### config.mk
export PLATFORM = sky130hd
export DESIGN_NAME = keyword_columnar_cipher_decoder_unit
export DESIGN_NICKNAME = d
export VERILOG_FILES = /design/src/rtl/core/kccd_pkg.sv /design/src/rtl/core/kccd_ctrl.sv /design/src/rtl/core/kccd_datapath.sv /design/src/rtl/core/keyword_columnar_cipher_decoder_unit.sv
export SDC_FILE = /design/constraint.sdc
export NUM_CORES = 1
export LEC_CHECK = 0
export ABC_AREA = 1
export BUFFER_PORTS_ARGS = -buffer_cell sky130_fd_sc_hd__buf_4
export CAP_MARGIN = 10
export CORE_MARGIN = 3
export CORE_UTILIZATION = 59
export DETAILED_ROUTE_END_ITERATION = 16
export GPL_TIMING_DRIVEN = 1
export PLACE_DENSITY = 0.79
export SLEW_MARGIN = 5
export SYNTH_ARGS = -nofsm -noshare
export SYNTH_HDL_FRONTEND = slang
export SYNTH_SLANG_ARGS = --single-unit
### constraint.sdc
create_clock -name clk -period 5 [get_ports clk]
set_input_delay 0.75 -clock clk [delete_from_list [all_inputs] [get_ports clk]]
set_output_delay 0.75 -clock clk [all_outputs]
set_load 0.03 [all_outputs]
### src/rtl/core/kccd_pkg.sv
`timescale 1ns / 1ps
`default_nettype none
package kccd_pkg;

	localparam int LETTERS = 26;
	localparam int LW      = 5;
	localparam int KEY_W   = 60;
	localparam int LEN_W   = 4;
	localparam int BYTE_W  = 8;

	localparam logic [BYTE_W-1:0] CH_A     = 8'h41;
	localparam logic [BYTE_W-1:0] CH_Z     = 8'h5A;
	localparam logic [BYTE_W-1:0] CH_SPACE = 8'h20;

	localparam logic REG_KEY_LETTERS = 1'b0;
	localparam logic REG_KEY_LENGTH  = 1'b1;

	typedef struct packed {
		logic init;
		logic dedup;
		logic fill;
		logic cols;
		logic ident;
		logic clr_cnt;
		logic accept;
	} kccd_cmd_t;

	typedef struct packed {
		logic dedup_done;
		logic key_empty;
		logic fill_done;
		logic cols_done;
		logic ident_done;
	} kccd_sts_t;

endpackage
`default_nettype wire

### src/rtl/core/kccd_ctrl.sv
`timescale 1ns / 1ps
`default_nettype none
module kccd_ctrl (
	input  wire               clk,
	input  wire               arst_n,
	input  wire               start,
	input  wire               cfg_wr,
	input  kccd_pkg::kccd_sts_t sts,
	output kccd_pkg::kccd_cmd_t cmd,
	output logic              busy
);
	import kccd_pkg::*;

	localparam logic [2:0] S_IDLE  = 3'd0;
	localparam logic [2:0] S_INIT  = 3'd1;
	localparam logic [2:0] S_DEDUP = 3'd2;
	localparam logic [2:0] S_FILL  = 3'd3;
	localparam logic [2:0] S_COLS  = 3'd4;
	localparam logic [2:0] S_IDENT = 3'd5;

	logic [2:0] state_q;
	logic       ready_q;

	always_ff @(posedge clk or negedge arst_n) begin
		if (!arst_n) begin
			state_q <= S_IDLE;
			ready_q <= 1'b0;
		end else if (cfg_wr) begin
			state_q <= S_IDLE;
			ready_q <= 1'b0;
		end else begin
			unique case (state_q)
				S_IDLE: begin
					if (!ready_q) state_q <= S_INIT;
				end
				S_INIT: state_q <= S_DEDUP;
				S_DEDUP: begin
					if (sts.dedup_done) state_q <= sts.key_empty ? S_IDENT : S_FILL;
				end
				S_FILL: begin
					if (sts.fill_done) state_q <= S_COLS;
				end
				S_COLS: begin
					if (sts.cols_done) begin
						state_q <= S_IDLE;
						ready_q <= 1'b1;
					end
				end
				S_IDENT: begin
					if (sts.ident_done) begin
						state_q <= S_IDLE;
						ready_q <= 1'b1;
					end
				end
				default: state_q <= S_IDLE;
			endcase
		end
	end

	assign busy = (state_q != S_IDLE) || !ready_q;

	always_comb begin
		cmd         = '0;
		cmd.init    = (state_q == S_INIT);
		cmd.dedup   = (state_q == S_DEDUP);
		cmd.fill    = (state_q == S_FILL);
		cmd.cols    = (state_q == S_COLS);
		cmd.ident   = (state_q == S_IDENT);
		cmd.clr_cnt = ((state_q == S_DEDUP) && sts.dedup_done) ||
		              ((state_q == S_FILL) && sts.fill_done);
		cmd.accept  = start && !busy;
	end

`ifndef SYNTH
	a_cfg_busy: assert property (@(posedge clk) disable iff (!arst_n)
		cfg_wr |=> busy)
		else $error("table not invalidated by register write");
	a_dedup_next: assert property (@(posedge clk) disable iff (!arst_n)
		(state_q == S_DEDUP && sts.dedup_done && !cfg_wr) |=>
		(state_q == S_FILL || state_q == S_IDENT))
		else $error("dedup phase did not advance");
	a_ready_src: assert property (@(posedge clk) disable iff (!arst_n)
		$rose(ready_q) |-> $past(state_q == S_COLS || state_q == S_IDENT))
		else $error("table ready without a build");
`endif
endmodule
`default_nettype wire

### src/rtl/core/kccd_datapath.sv
`timescale 1ns / 1ps
`default_nettype none
module kccd_datapath #(
	parameter int MAX_KEY = 12
) (
	input  wire                          clk,
	input  wire                          arst_n,
	input  kccd_pkg::kccd_cmd_t          cmd,
	output kccd_pkg::kccd_sts_t          sts,
	input  wire [kccd_pkg::KEY_W-1:0]    keyword_letters,
	input  wire [kccd_pkg::LEN_W-1:0]    keyword_length,
	input  wire [kccd_pkg::BYTE_W-1:0]   cipher_byte,
	output logic                         done,
	output logic [kccd_pkg::BYTE_W-1:0]  plain_byte,
	output logic                         bad_byte
);
	import kccd_pkg::*;

	localparam int WW = $clog2(MAX_KEY + 1);

	logic [LW-1:0]      cnt_q;
	logic [LW-1:0]      n_q;
	logic [LW-1:0]      q_q;
	logic [LW-1:0]      pos_q;
	logic [WW-1:0]      width_q;
	logic               in_col_q;
	logic [LETTERS-1:0] used_q;
	logic [LW-1:0]      seq_q [LETTERS];
	logic [LW-1:0]      tbl_mem [LETTERS];

	logic [LEN_W-1:0]   len_sat;
	logic [LW-1:0]      cur_letter;
	logic               cur_new;
	logic [LW-1:0]      col;
	logic [LW:0]        q_next;
	logic               tbl_we;
	logic [LW-1:0]      tbl_waddr;
	logic [LW-1:0]      tbl_wdata;

	logic               valid_s1;
	logic [BYTE_W-1:0]  byte_s1;
	logic [LW-1:0]      rd_s1;
	logic               in_letter;
	logic [BYTE_W-1:0]  in_off;
	logic               s1_letter;
	logic               s1_space;

	assign len_sat = (keyword_length > LEN_W'(MAX_KEY)) ? LEN_W'(MAX_KEY) : keyword_length;

	always_comb begin
		cur_letter = '0;
		for (int i = 0; i < MAX_KEY; i++) begin
			if (cnt_q == LW'(i)) cur_letter = keyword_letters[LW*i +: LW];
		end
	end

	assign cur_new = (cur_letter < LW'(LETTERS)) && !used_q[cur_letter];

	// column of the current keyword letter
	always_comb begin
		col = '0;
		for (int j = 0; j < MAX_KEY; j++) begin
			if ((WW'(j) < width_q) && (seq_q[j] == cnt_q)) col = col | LW'(j);
		end
	end

	assign q_next = {1'b0, q_q} + (LW+1)'(width_q);

	assign sts.dedup_done = (cnt_q == {1'b0, len_sat});
	assign sts.key_empty  = (width_q == '0);
	assign sts.fill_done  = (cnt_q == LW'(LETTERS));
	assign sts.cols_done  = (cnt_q == LW'(LETTERS));
	assign sts.ident_done = (cnt_q == LW'(LETTERS));

	always_ff @(posedge clk or negedge arst_n) begin
		if (!arst_n) begin
			cnt_q    <= '0;
			n_q      <= '0;
			q_q      <= '0;
			pos_q    <= '0;
			width_q  <= '0;
			in_col_q <= 1'b0;
			used_q   <= '0;
		end else if (cmd.init) begin
			cnt_q    <= '0;
			n_q      <= '0;
			pos_q    <= '0;
			width_q  <= '0;
			in_col_q <= 1'b0;
			used_q   <= '0;
		end else if (cmd.clr_cnt) begin
			cnt_q <= '0;
		end else if (cmd.dedup && !sts.dedup_done) begin
			cnt_q <= cnt_q + 1'b1;
			if (cur_new) begin
				used_q[cur_letter] <= 1'b1;
				n_q                <= n_q + 1'b1;
				width_q            <= width_q + 1'b1;
			end
		end else if (cmd.fill && !sts.fill_done) begin
			cnt_q <= cnt_q + 1'b1;
			if (!used_q[cnt_q]) n_q <= n_q + 1'b1;
		end else if (cmd.cols && !sts.cols_done) begin
			if (!in_col_q) begin
				if (used_q[cnt_q]) begin
					q_q      <= col;
					in_col_q <= 1'b1;
				end else begin
					cnt_q <= cnt_q + 1'b1;
				end
			end else begin
				pos_q <= pos_q + 1'b1;
				if (q_next >= (LW+1)'(LETTERS)) begin
					in_col_q <= 1'b0;
					cnt_q    <= cnt_q + 1'b1;
				end else begin
					q_q <= q_next[LW-1:0];
				end
			end
		end else if (cmd.ident && !sts.ident_done) begin
			cnt_q <= cnt_q + 1'b1;
		end
	end

	// column sequence: kept keyword letters then the unused letters
	always_ff @(posedge clk) begin
		if (cmd.dedup && !sts.dedup_done && cur_new) seq_q[n_q] <= cur_letter;
		else if (cmd.fill && !sts.fill_done && !used_q[cnt_q]) seq_q[n_q] <= cnt_q;
	end

	always_comb begin
		tbl_we    = 1'b0;
		tbl_waddr = cnt_q;
		tbl_wdata = cnt_q;
		if (cmd.cols && !sts.cols_done && in_col_q) begin
			tbl_we    = 1'b1;
			tbl_waddr = seq_q[q_q];
			tbl_wdata = pos_q;
		end else if (cmd.ident && !sts.ident_done) begin
			tbl_we = 1'b1;
		end
	end

	assign in_off    = cipher_byte - CH_A;
	assign in_letter = (cipher_byte >= CH_A) && (cipher_byte <= CH_Z);

	always_ff @(posedge clk) begin
		if (tbl_we) tbl_mem[tbl_waddr] <= tbl_wdata;
		if (cmd.accept && in_letter) rd_s1 <= tbl_mem[in_off[LW-1:0]];
	end

	always_ff @(posedge clk or negedge arst_n) begin
		if (!arst_n) valid_s1 <= 1'b0;
		else         valid_s1 <= cmd.accept;
	end

	always_ff @(posedge clk) begin
		if (cmd.accept) byte_s1 <= cipher_byte;
	end

	assign s1_letter = (byte_s1 >= CH_A) && (byte_s1 <= CH_Z);
	assign s1_space  = (byte_s1 == CH_SPACE);

	always_comb begin
		done       = valid_s1;
		bad_byte   = !(s1_letter || s1_space);
		plain_byte = '0;
		if (s1_letter)     plain_byte = CH_A + BYTE_W'(rd_s1);
		else if (s1_space) plain_byte = CH_SPACE;
	end
endmodule
`default_nettype wire

### src/rtl/core/keyword_columnar_cipher_decoder_unit.sv
`timescale 1ns / 1ps
`default_nettype none
// keyword columnar cipher decoder
// config: apb-style port, 64-bit data; keyword_letters at 0x0, keyword_length at 0x8.
//   any write invalidates the decode table and restarts its build.
// input: a beat is taken when start is high and busy is low; cipher_byte carries it.
// output: done is high for one cycle with plain_byte and bad_byte, in the cycle after
//   the input beat; the receiver cannot stall, so results are never held back.
// throughput: one byte per cycle once the table is built, set by a single read
//   of the 26-entry decode table per byte.
// table build: after reset and after each register write busy stays high through
//   idle and init, a dedup sweep over keyword_length capped at MAX_KEY letters,
//   a letter fill sweep and a column walk that writes each table entry; an empty
//   keyword skips fill and walk and writes an identity table instead.
// reset: clears registers to keyword_length 1, keyword_letters 0, then builds.
// bytes other than uppercase letters and space give bad_byte with plain_byte 0.
module keyword_columnar_cipher_decoder_unit #(
	parameter int MAX_KEY = 12
) (
	input  wire         clk,
	input  wire         arst_n,
	input  wire         psel,
	input  wire         penable,
	input  wire         pwrite,
	input  wire  [3:0]  paddr,
	input  wire  [63:0] pwdata,
	output logic [63:0] prdata,
	output logic        pready,
	input  wire         start,
	output logic        busy,
	input  wire  [7:0]  cipher_byte,
	output logic        done,
	output logic [7:0]  plain_byte,
	output logic        bad_byte
);
	import kccd_pkg::*;

	logic [KEY_W-1:0] keyword_letters_q;
	logic [LEN_W-1:0] keyword_length_q;
	logic             cfg_wr;
	kccd_cmd_t        cmd;
	kccd_sts_t        sts;

	assign pready = 1'b1;
	assign cfg_wr = psel && penable && pwrite && pready;

	always_ff @(posedge clk or negedge arst_n) begin
		if (!arst_n) begin
			keyword_letters_q <= '0;
			keyword_length_q  <= LEN_W'(1);
		end else if (cfg_wr) begin
			unique case (paddr[3])
				REG_KEY_LETTERS: keyword_letters_q <= pwdata[KEY_W-1:0];
				REG_KEY_LENGTH:  keyword_length_q  <= pwdata[LEN_W-1:0];
				default: ;
			endcase
		end
	end

	always_comb begin
		unique case (paddr[3])
			REG_KEY_LETTERS: prdata = {{(64-KEY_W){1'b0}}, keyword_letters_q};
			REG_KEY_LENGTH:  prdata = {{(64-LEN_W){1'b0}}, keyword_length_q};
			default:         prdata = '0;
		endcase
	end

	kccd_ctrl u_ctrl (
		.clk    (clk),
		.arst_n (arst_n),
		.start  (start),
		.cfg_wr (cfg_wr),
		.sts    (sts),
		.cmd    (cmd),
		.busy   (busy)
	);

	kccd_datapath #(
		.MAX_KEY (MAX_KEY)
	) u_datapath (
		.clk             (clk),
		.arst_n          (arst_n),
		.cmd             (cmd),
		.sts             (sts),
		.keyword_letters (keyword_letters_q),
		.keyword_length  (keyword_length_q),
		.cipher_byte     (cipher_byte),
		.done            (done),
		.plain_byte      (plain_byte),
		.bad_byte        (bad_byte)
	);

`ifndef SYNTH
	a_done_src: assert property (@(posedge clk) disable iff (!arst_n)
		done |-> $past(start && !busy))
		else $error("result beat without an input beat");
`endif
endmodule
`default_nettype wire

==> flow_summary.ini <==
[outcome]
outcome = finished clean

[cells_and_area]
diodes = 0
fin_area_sq_um = 23200
flow.area_growth_from_synthesis_pct = 14.8
utilization_pct = 69.0
drive_above_1_share_pct = 13.3
nNetsFinal = 2320
final_cells = 2701
nFillCells = 2539
seq_area_sq_um = 12100
multiInputGateArea_sq_um = 6980

[grt]
grtUsageMet1_pct = 40.7
grtUsageTotal_pct = 28.8
globalRouteOverflowTotal = 0
grt_pass1_wl_mm = 83.5
met3_usage_pct = 4.77
antenna_found_initial = 0
grt_pass1_vias = 15686
grt_util_met2_pct = 46.3
grt_max_degree = 121
globalRoute.busiestLayer = met2

[clocking]
cts_num_sinks = 423
cts_buffers = 43
ctsResizeCount = 0
cts-hold-fix-buffers = 0
cts_root_buffer = clkbuf_16
cts_tree = done
htree_levels = 2
cts.clk_slew.worst_paths_ps = 60
insertion_delay_ps = 550
cts_buffer_depth = 3
cts_setup_buffers = 0

[timing]
skew_ps = 26.4
max_freq_mhz = 222
finalWorstSetupSlack_ps = 503
finalSetupTns_ps = 0
worst_hold_slack_ps = 247
max_slew_margin_pct = 17.8
fin_crit_sh_pct = 89.9
rsz0062_at_grt = false
hold_viol = 0
worst_slew_pin_slew_ps = 1230
finalMaxSlewViolations = 0
finalSetupViolations = 0
period_minus_slack_ps = 4500

[die]
start_util_pct = 60.1
die_h_microns = 191
ios = 158
die-area_sq_um = 36600
rows = 67
core_area_sq_um = 33700
die_w_microns = 191

[synth]
synthesis.instances = 2098
ys_seq_area_share_pct = 59.8
syn_area_per_cell_sq_um = 9.65
yosys_register_bits = 423
synth_area_sq_um = 20200
netlist-cell-type-count = 55
synth_edf_count = 303
async_flop_share_pct = 28.4
ys.flop_type = edfxtp_1
ys_warn_count = 0

[power]
powerDensity_nw_per_um2 = 564
p_leak_nw = 9.32
power_mw = 13.1
irDropWorstVdd_mv = 0.445

[detailed_routing]
vias = 16283
drt-wirelength-per-cell_microns = 19.7
finalWirelength_mm = 53.3
drt_pass1_iterations = 6
drt_iter0_markers = 1762
route.detailed.drc = 0
drtAntennaViolNets = 0
avgViaCountPerCell = 6.03

[placement]
post-place-ws_ps = 699
dp_hpwl_mm = 35.2
placed_area_sq_um = 21800
port_buffers = 144
place_congestion = 0.934
placedCellCount = 2621

[worst_hold_path]
hold_path_class = in -> async

[worst_setup_path]
critical_path_class = reg -> reg
startpoint_type = flip-flop
cp.required_ps = 5180
endpoint_kind = flip-flop
cp.arrival_ps = 4670
cp_max_fo = 17

[flow_run]
max_cap_viol_count = 0
sequential cells by signal (all words and copies together) (netlist names), 3 cells and up:
register,cells
u_datapath.byte_s1,8
keyword_length_q,4
u_datapath.rd_s1,5
keyword_letters_q,60
u_datapath.tbl_mem,130
u_datapath.cnt_q,5
u_datapath.pos_q,5
u_datapath.seq_q,160
u_datapath.q_q,5
u_datapath.used_q,26
u_datapath.width_q,4
u_ctrl.state_q,3
u_datapath.n_q,5
placed cells by master, fill, tap and decap left out, types with 10 or more instances in the layout:
cell	instances
o21ai_1	24
inv_2	11
clkinv_1	10
ha_1	19
a21oi_1	113
buf_4	183
o22ai_1	41
xor2_1	22
inv_1	184
edfxtp_1	303
nand4_1	10
mux2i_1	11
nor2_1	386
clkbuf_16	44
o32ai_1	23
dfrtp_1	118
nand3_1	107
a221oi_1	10
nand2_1	257
o211ai_1	22
o221ai_1	33
xnor2_1	10
o21ai_0	199
power breakdown:
part	internal [mW]	total [mW]	switching, mW
Combinational	1.21	4.81	3.60
Clock	1.97	3.34	1.36
Sequential	4.75	4.96	0.215
kinds of logic after synthesis:
family	Yosys count	share of synthesized area, %
AND/OR/NAND/NOR	804	16.4
AO/OA/AOI/OAI	490	14.2
flip-flops	423	59.8
buffers and inverters	311	6.03
XOR/XNOR	32	1.38
adder cells (fa/ha/maj)	20	1.27
multiplexers	16	0.822
other	2	0.0371
metal layers:
metal  up-vias  wire [microns]
li1       7495               -
met1      7854           22000
met2       798           25300
met3       136            4590
met4         0            1410
met5         -               0
Yosys cell counts (11+ instances only):
master | instances | share of area [%]
a21oi_1 | 114 | 2.8
buf_4 | 11 | 0.41
clkbuf_1 | 89 | 1.7
dfrtp_1 | 119 | 15
edfxtp_1 | 303 | 45
ha_1 | 19 | 1.2
inv_1 | 185 | 3.4
mux2i_1 | 11 | 0.54
nand2_1 | 258 | 4.8
nand3_1 | 107 | 2.6
nor2_1 | 386 | 7.2
o211ai_1 | 22 | 0.82
o21ai_0 | 208 | 5.1
o21ai_1 | 19 | 0.47
o221ai_1 | 33 | 1.4
o22ai_1 | 41 | 1.3
o32ai_1 | 23 | 1.0
xor2_1 | 22 | 0.95
worst max-delay path, cell delays in order, from the launching register on:
cell and delay (ps):
dfrtp_1 620, buf_4 320, ha_1 220, nand2_2 130, nor2_4 200, inv_2 90, nand3_1 90, nand2_1 50
nand2_1 50, nand2_1 60, nand3_1 110, nand3_1 150, nand3_1 110, nand2_1 60, nand2_2 70, nand2_2 210
inv_1 200, nor2_2 120, nand3_1 130, nand2_1 60, nor2_2 210, nand3_4 110, nand2_4 160, nand2_4 160
nor2_1 400
final timing paths:
path                                          start                      end  slack (ps)  cells after the start
worst max-delay path            u_datapath.cnt_q[1]  u_datapath.seq_q[31][4]         500                     24
worst min-delay path                         arst_n    keyword_letters_q[19]         250                      1
worst max register to register  u_datapath.cnt_q[1]  u_datapath.seq_q[31][4]         500                     24
worst min register to register  u_datapath.pos_q[3]      u_datapath.pos_q[3]         500                      1
max in group asynchronous                    arst_n        u_datapath.q_q[0]        3770                      2
min in group clk                     cipher_byte[6]    u_datapath.byte_s1[6]         400                      1
cell type report:
type                    count  area share, %
clock buffers              54           5.03
multi-input cells        1368           30.0
well taps                 448           2.41
repair buffers            183           5.91
clock inverters            26           1.29
flip-flops and latches    423           52.1
inverters                 199           3.23
Note: power is estimated with default switching activity, not from simulation.
